File: config.mk
export PLATFORM = sky130hd
export DESIGN_NAME = cbf_stack
export DESIGN_NICKNAME = d
export VERILOG_FILES = /design/src/rtl/cbf_stack.sv
export SDC_FILE = /design/constraint.sdc
export NUM_CORES = 1
export LEC_CHECK = 0
export ABC_AREA = 1
export BUFFER_PORTS_ARGS = -buffer_cell sky130_fd_sc_hd__buf_2
export CORE_MARGIN = 3
export CORE_UTILIZATION = 50
export DETAILED_ROUTE_END_ITERATION = 8
export PLACE_DENSITY = 0.66
export SLEW_MARGIN = 30
export SYNTH_ARGS = -nofsm -noshare
export SYNTH_HDL_FRONTEND = slang
export SYNTH_SLANG_ARGS = --single-unit
File: constraint.sdc
create_clock -name clock -period 17.65 [get_ports clock]
set_clock_uncertainty 0.2 [all_clocks]
set_input_delay 2.6475 -clock clock [delete_from_list [all_inputs] [get_ports clock]]
set_output_delay 2.6475 -clock clock [all_outputs]
set_load 0.01 [all_outputs]
File: src/rtl/cbf_stack.sv
// Pending-half stack of the flattener: one row per subdivision level.
// Synchronous RAM, one write and one registered read port. Uses no package items.
`default_nettype none

module cbf_stack #(
   parameter int DEPTH = 6,
   parameter int WIDTH = 195,
   parameter int AW    = 3
) (
   input  wire logic             clock,
   input  wire logic             wr_en,
   input  wire logic [AW-1:0]    wr_addr,
   input  wire logic [WIDTH-1:0] wr_data,
   input  wire logic             rd_en,
   input  wire logic [AW-1:0]    rd_addr,
   output logic      [WIDTH-1:0] rd_data
);

   logic [WIDTH-1:0] mem [DEPTH];
   logic [WIDTH-1:0] rd_data_ff;

   always_ff @(posedge clock) begin
      if (wr_en) begin
         mem[wr_addr] <= wr_data;
      end
      if (rd_en) begin
         rd_data_ff <= mem[rd_addr];
      end
   end

   assign rd_data = rd_data_ff;

endmodule

`default_nettype wire

==> impl_metrics.tcl, run 1 <==
set metrics [dict create \
    status "finished clean" \
    yosysTopAreaCell "edfxtp_1" \
    p_sw_share_pct 21.4 \
    grt_pass1_wl_mm 173 \
    grt-ovfl-total 0 \
    wl_per_cell_um 20.2 \
    fillerInstances 7862 \
    timing.fmax_mhz 173 \
    grt_max_degree 221 \
    multi_input_area_mm2 0.00911 \
    numCtsBuffers 140 \
    path_class "input pin to flop" \
    p_comb_share_pct 5.5 \
    cts_tree "built" \
    wl_mm 113 \
    rsz0062_at_grt "no" \
    maxCapViolations 0 \
    postCtsSetupRepairBufs 0 \
    area_growth_pct 14.5 \
    postLayoutCoreUtil_pct 58.2 \
    fin_crit_sh_pct 32.8 \
    path_max_fanout 117 \
    drc 0 \
    h-tree-depth 4 \
    yosysUniqueCellTypes 13 \
    leakage_nw 21.1 \
    synth_fp_nets 3946 \
    cts_buffer_depth 3 \
    start_util_pct 50.8 \
    hold_viol 0 \
    slew_headroom_pct 34.7 \
    netlist_instances 3742 \
    hold_path_class "flop to flop" \
    first_iter_violations 2548 \
    worst-endpoint-arrival_ns 6.06 \
    clock-root-buffer "clkbuf_16" \
    avgViaCountPerCell 5.32 \
    clk_pin_slew_worst_paths_ns 0.06 \
    setup_violations 0 \
    place_congestion 0.729 \
    ys_ff_latch 1365 \
    vias 29700 \
    synth_top_area_share_pct 80.1 \
    die_h_um 326 \
    grt_usage_pct 21.2 \
    port_buffers 398 \
    ioPinCount 399 \
    ant_nets 0 \
    cts_resized 0 \
    core_mm2 0.101 \
    cp-end-kind "flop" \
    ys_warn_count 0 \
    seqCellArea_mm2 0.0410 \
    nets 4317 \
    yosysSeqAreaShare_pct 80.1 \
    setup.worst_path.start_class "input pin" \
    synth_area_leaders "edfxtp_1, nand2_1, nand3_1, nor2_1, o21ai_0" \
    holdWs_ns 0.320 \
    avgSynthCellArea_um2 13.7 \
    tightest_slew_ns 0.980 \
    final_area_mm2 0.0586 \
    placed_area_mm2 0.0542 \
    clockPowerShare_pct 39.4 \
    finalSetupTns_ns 0 \
    drive_gt1_share_pct 14.8 \
    syn_area_mm2 0.0512 \
    required_ns 17.92 \
    power_mw 6.80 \
    p_int_mw 5.35 \
    dp_hpwl_mm 57.4 \
    die_area_mm2 0.106 \
    first_global_vias 29100 \
    dieWidth_um 326 \
    hold_buffers 0 \
    num_rows 116 \
    clock_latency_ns 0.73 \
    layout_min_cycle_time_ns 5.79 \
    drtPass1Iterations 5 \
    antenna_found_initial 29 \
    ir_drop_uv 90.8 \
    report.final.slew_viol_count 0 \
    cts.sinks 1365 \
    power_density_mw_per_mm2 116 \
    p_switching_mw 1.45 \
    p_seq_share_pct 55.1 \
]
-- critical path: stages --
cell	delay (ns)
buf_2	0.13
inv_8	0.45
buf_4	0.86
buf_4	0.71
buf_4	0.74
nor2_1	0.11
o21ai_0	0.12
nand2_1	0.07
-- synthesized netlist by cell type --
library cell and instances:
inv_2 1, nand3_1 585, buf_2 62, buf_1 17
inv_1 4, o21ai_0 195, buf_4 39, nand2_1 980
buf_6 5, nor2_1 396, edfxtp_1 1365, inv_4 1
clkbuf_1 92
-- state kept, by name (all words and copies together), names as in the netlist --
| register | count |
|---|---|
| rd_data | 195 |
| mem | 1170 |
-- metrics by stage --
stage               setup WS, ns  instances
floorplan                   5.80       3742
global placement           11.13       5322
detailed placement         11.09       5323
CTS                        11.89       5566
global route               11.62       5582
finish                     11.86       5593
-- power groups by stage --
stage / clock network [mW] / registers, mW / logic (mW)
finish: 2.68 / 3.74 / 0.373
global route: 2.87 / 3.75 / 0.420
CTS: 2.74 / 3.74 / 0.377
detailed placement: 0 / 3.81 / 0.376
global placement: 0 / 3.81 / 0.368
floorplan: 0 / 3.84 / 0.191
-- cell type report --
cell class | count | share of cell area, %
antenna | 22 | 0.0940
clock buffer | 183 | 6.37
clock inverter | 60 | 0.677
inverter | 6 | 0.0919
multi-input combinational | 2156 | 15.6
sequential | 1365 | 70.0
tap | 1357 | 2.90
timing repair buffer | 444 | 4.33
-- metal layers --
layer	global-route usage, %	vias up	share of wire, %	wire length [um]
met5	0	-	0.030	34
met4	7.68	6	2.6	2930
met3	4.20	178	6.2	6960
met2	35.0	861	49	55500
met1	28.1	14600	42	47300
li1	-	14100	-	-
-- placed cells by master (no fill, tap or decap), drive strengths merged --
cell type	netlist	layout
nor2	396	396
buf	123	443
clkinv	0	52
clkbuf	92	184
bufinv	0	3
nand3	585	585
inv	6	11
edfxtp	1365	1365
o21ai	195	195
nand2	980	980
diode	0	22
-- cells by family after synthesis --
group	after synthesis	synth area share, %
AO/OA/AOI/OAI	195	1.91
buffers and inverters	221	2.14
flip-flops	1365	80.1
AND/OR/NAND/NOR	1961	15.8
-- final timing paths --
kind / startpoint / endpoint / slack, ns / cells after the start
setup / recovery: rd_addr[2] / rd_data[77]$_DFFE_PP_ / 11.86 / 8
hold / removal: mem[5][140]$_DFFE_PP_ / rd_data[140]$_DFFE_PP_ / 0.32 / 2
setup reg to reg: mem[1][176]$_DFFE_PP_ / rd_data[176]$_DFFE_PP_ / 16.37 / 4
hold reg to reg: mem[5][140]$_DFFE_PP_ / rd_data[140]$_DFFE_PP_ / 0.32 / 2
(Power assumes the default switching activity.)
==> run 2: changes to the inputs <==
- ABC_AREA: 1 -> 0
- PLACE_DENSITY: 0.66 -> 0.69
- clock period: 17.65 -> 5.18 ns (I/O delays scaled with it)
==> run 2 against run 1 <==
Compared with the run above:
- synthesized cell count down 34%
- count of clock-buffer cells in the layout is 1 lower
- power grew to 3.5 times the previous value
- die area rose by 0.96%
- non-clock buffer count up 16
- critical path depth fell by 3
- final cell count fell by 20%
- area after synthesis increased by 0.98%
- global-route usage down 1.0 points
- final area is 1.4% higher
- largest cell class unchanged
- largest power group unchanged
- highest routed layer unchanged
==> impl_metrics.tcl, run 2 <==
set metrics [dict create \
    status "finished clean" \
    yosysTopAreaCell "edfxtp_1" \
    leakage_nw 20.6 \
    h-tree-depth 4 \
    grt-ovfl-total 0 \
    synth_most_common_cell "edfxtp_1" \
    place_ws_ns 1.91 \
    num_rows 117 \
    hold_path_class "input pin to flop" \
    tightest_slew_ns 1.07 \
    die_h_um 327 \
    hold_buffers 0 \
    yosysSeqAreaShare_pct 79.4 \
    layout_min_cycle_time_ns 2.53 \
    seqCellArea_mm2 0.0410 \
    setup_violations 0 \
    maxCapViolations 0 \
    critPathLaunch "rd_addr[2]" \
    cts_tree "built" \
    dp_hpwl_mm 60.2 \
    start_util_pct 50.5 \
    rsz0062_at_grt "no" \
    finalSetupTns_ns 0 \
    final_common_cell "edfxtp_1" \
    cp-end-kind "flop" \
    avgSynthCellArea_um2 20.8 \
    place_congestion 0.752 \
    fin_cells 4457 \
    fillerInstances 7508 \
    dp.cells 4180 \
    wl_mm 109 \
    numCtsBuffers 139 \
    synth_fp_nets 2687 \
    postCtsSetupRepairBufs 0 \
    hold_viol 0 \
    synthFlopType "edfxtp_1" \
    cts.sinks 1365 \
    multi_input_area_mm2 0.00946 \
    holdWs_ns 0.0752 \
    ys_async_sr_fraction_pct 0 \
    fin_crit_sh_pct 48.9 \
    die_area_mm2 0.107 \
    netlist_instances 2483 \
    core_mm2 0.102 \
    largest_reg_flops 1170 \
    clock-root-buffer "clkbuf_16" \
    vias 24800 \
    nets 3157 \
    top_register "mem" \
    port_buffers 398 \
    drc 0 \
    dieWidth_um 327 \
    report.final.slew_viol_count 0 \
    hold_start "wr_data[19]" \
    clock_latency_ns 0.73 \
    path_max_fanout 63 \
    ys_top_cells_by_count "edfxtp_1, mux2i_1, a21oi_1" \
    cts_buffer_depth 3 \
    power_mw 23.5 \
    grt_max_degree 99 \
    grt_usage_pct 20.2 \
    clk_pin_slew_worst_paths_ns 0.07 \
    first_global_vias 26000 \
    cts_resized 0 \
    ant_nets 0 \
    antenna_found_initial 36 \
    first_iter_violations 1838 \
    ir_drop_uv 381 \
    synth_top_area_share_pct 79.4 \
    syn_area_mm2 0.0517 \
    final_cell_mix "edfxtp_1, buf_2, mux2i_1, a21oi_1, mux2_2" \
    drtPass1Iterations 6 \
    timing.fmax_mhz 395 \
    wl_per_cell_um 24.5 \
    drive_gt1_share_pct 33.9 \
    worst-endpoint-arrival_ns 2.91 \
    synth_edf_count 1365 \
    slew_headroom_pct 29.0 \
    grt_pass1_wl_mm 161 \
    setup.worst_path.start_class "input pin" \
    area_growth_pct 15.0 \
    r2r-start "mem[3][44]$_DFFE_PP_" \
    fin_ws_ns 2.65 \
    path_class "input pin to flop" \
    required_ns 5.56 \
    synth_area_leaders "edfxtp_1, mux2_4, mux2_2, mux2i_1, o22ai_1" \
    avgViaCountPerCell 5.56 \
    yosysUniqueCellTypes 21 \
    ys_ff_latch 1365 \
    power_density_mw_per_mm2 395 \
    ys_warn_count 0 \
    ioPinCount 399 \
]
## run 2: changes by cell type in the layout (fill, tap and decap cells not counted), sizes merged, moves of 16 or more
| cell | previous run | this run |
|---|---|---|
| nand2 | 980 | 1 |
| nand3 | 585 | 0 |
| nor2 | 396 | 4 |
| mux2 | 0 | 390 |
| a21oi | 0 | 195 |
| mux2i | 0 | 195 |
| o21ai | 195 | 0 |
| o22ai | 0 | 195 |
| buf | 443 | 459 |
## run 2: logic make-up after synthesis
group,share of synthesized area (%)
compound gates,4.44
mux,13.6
simple gates,0.116
buf+inv,2.50
flops,79.4
## run 2: power by group
part	switching, mW	internal (mW)
clock network	3.92	5.46
registers	0.125	12.6
logic	0.777	0.541
## run 2: per-stage QoR
step / util [%] / cell area (um2)
final: 58.1 / 59400
after global routing: 58.1 / 59300
after CTS: 58.0 / 59300
after detailed placement: 53.9 / 55000
after global placement: 53.8 / 55000
after floorplan: - / 51700
## run 2: routing by layer
layer  global-route usage, %  part of all wire, %  wire [um]  up-vias
li1                        -                    -          -    11000
met1                    24.9                   39      43000    12800
met2                    34.6                   51      55200      727
met3                    5.91                  7.8       8560      178
met4                    5.70                  2.0       2210       28
met5                       0                 0.16        175        -
## run 2: critical path, stage by stage
cell     delay (ns)
buf_6          0.51
or2_4          0.66
buf_4          0.56
o22ai_1        0.16
a21oi_1        0.16
## run 2: area by class of cell
type / instances / share of cell area (%)
antenna: 31 / 0.131
clock buffer: 182 / 6.27
tap: 1368 / 2.88
clock inverter: 64 / 0.923
sequential: 1365 / 69.0
timing repair buffer: 460 / 4.85
multi-input combinational: 987 / 15.9
## run 2: worst paths after layout
kind         depth (start not counted)                      to  slack, ns
min reg2reg                          2  rd_data[160]$_DFFE_PP_       0.41
min                                  1    mem[1][19]$_DFFE_PP_       0.08
max                                  5   rd_data[18]$_DFFE_PP_       2.65
max reg2reg                          3   rd_data[44]$_DFFE_PP_       3.75
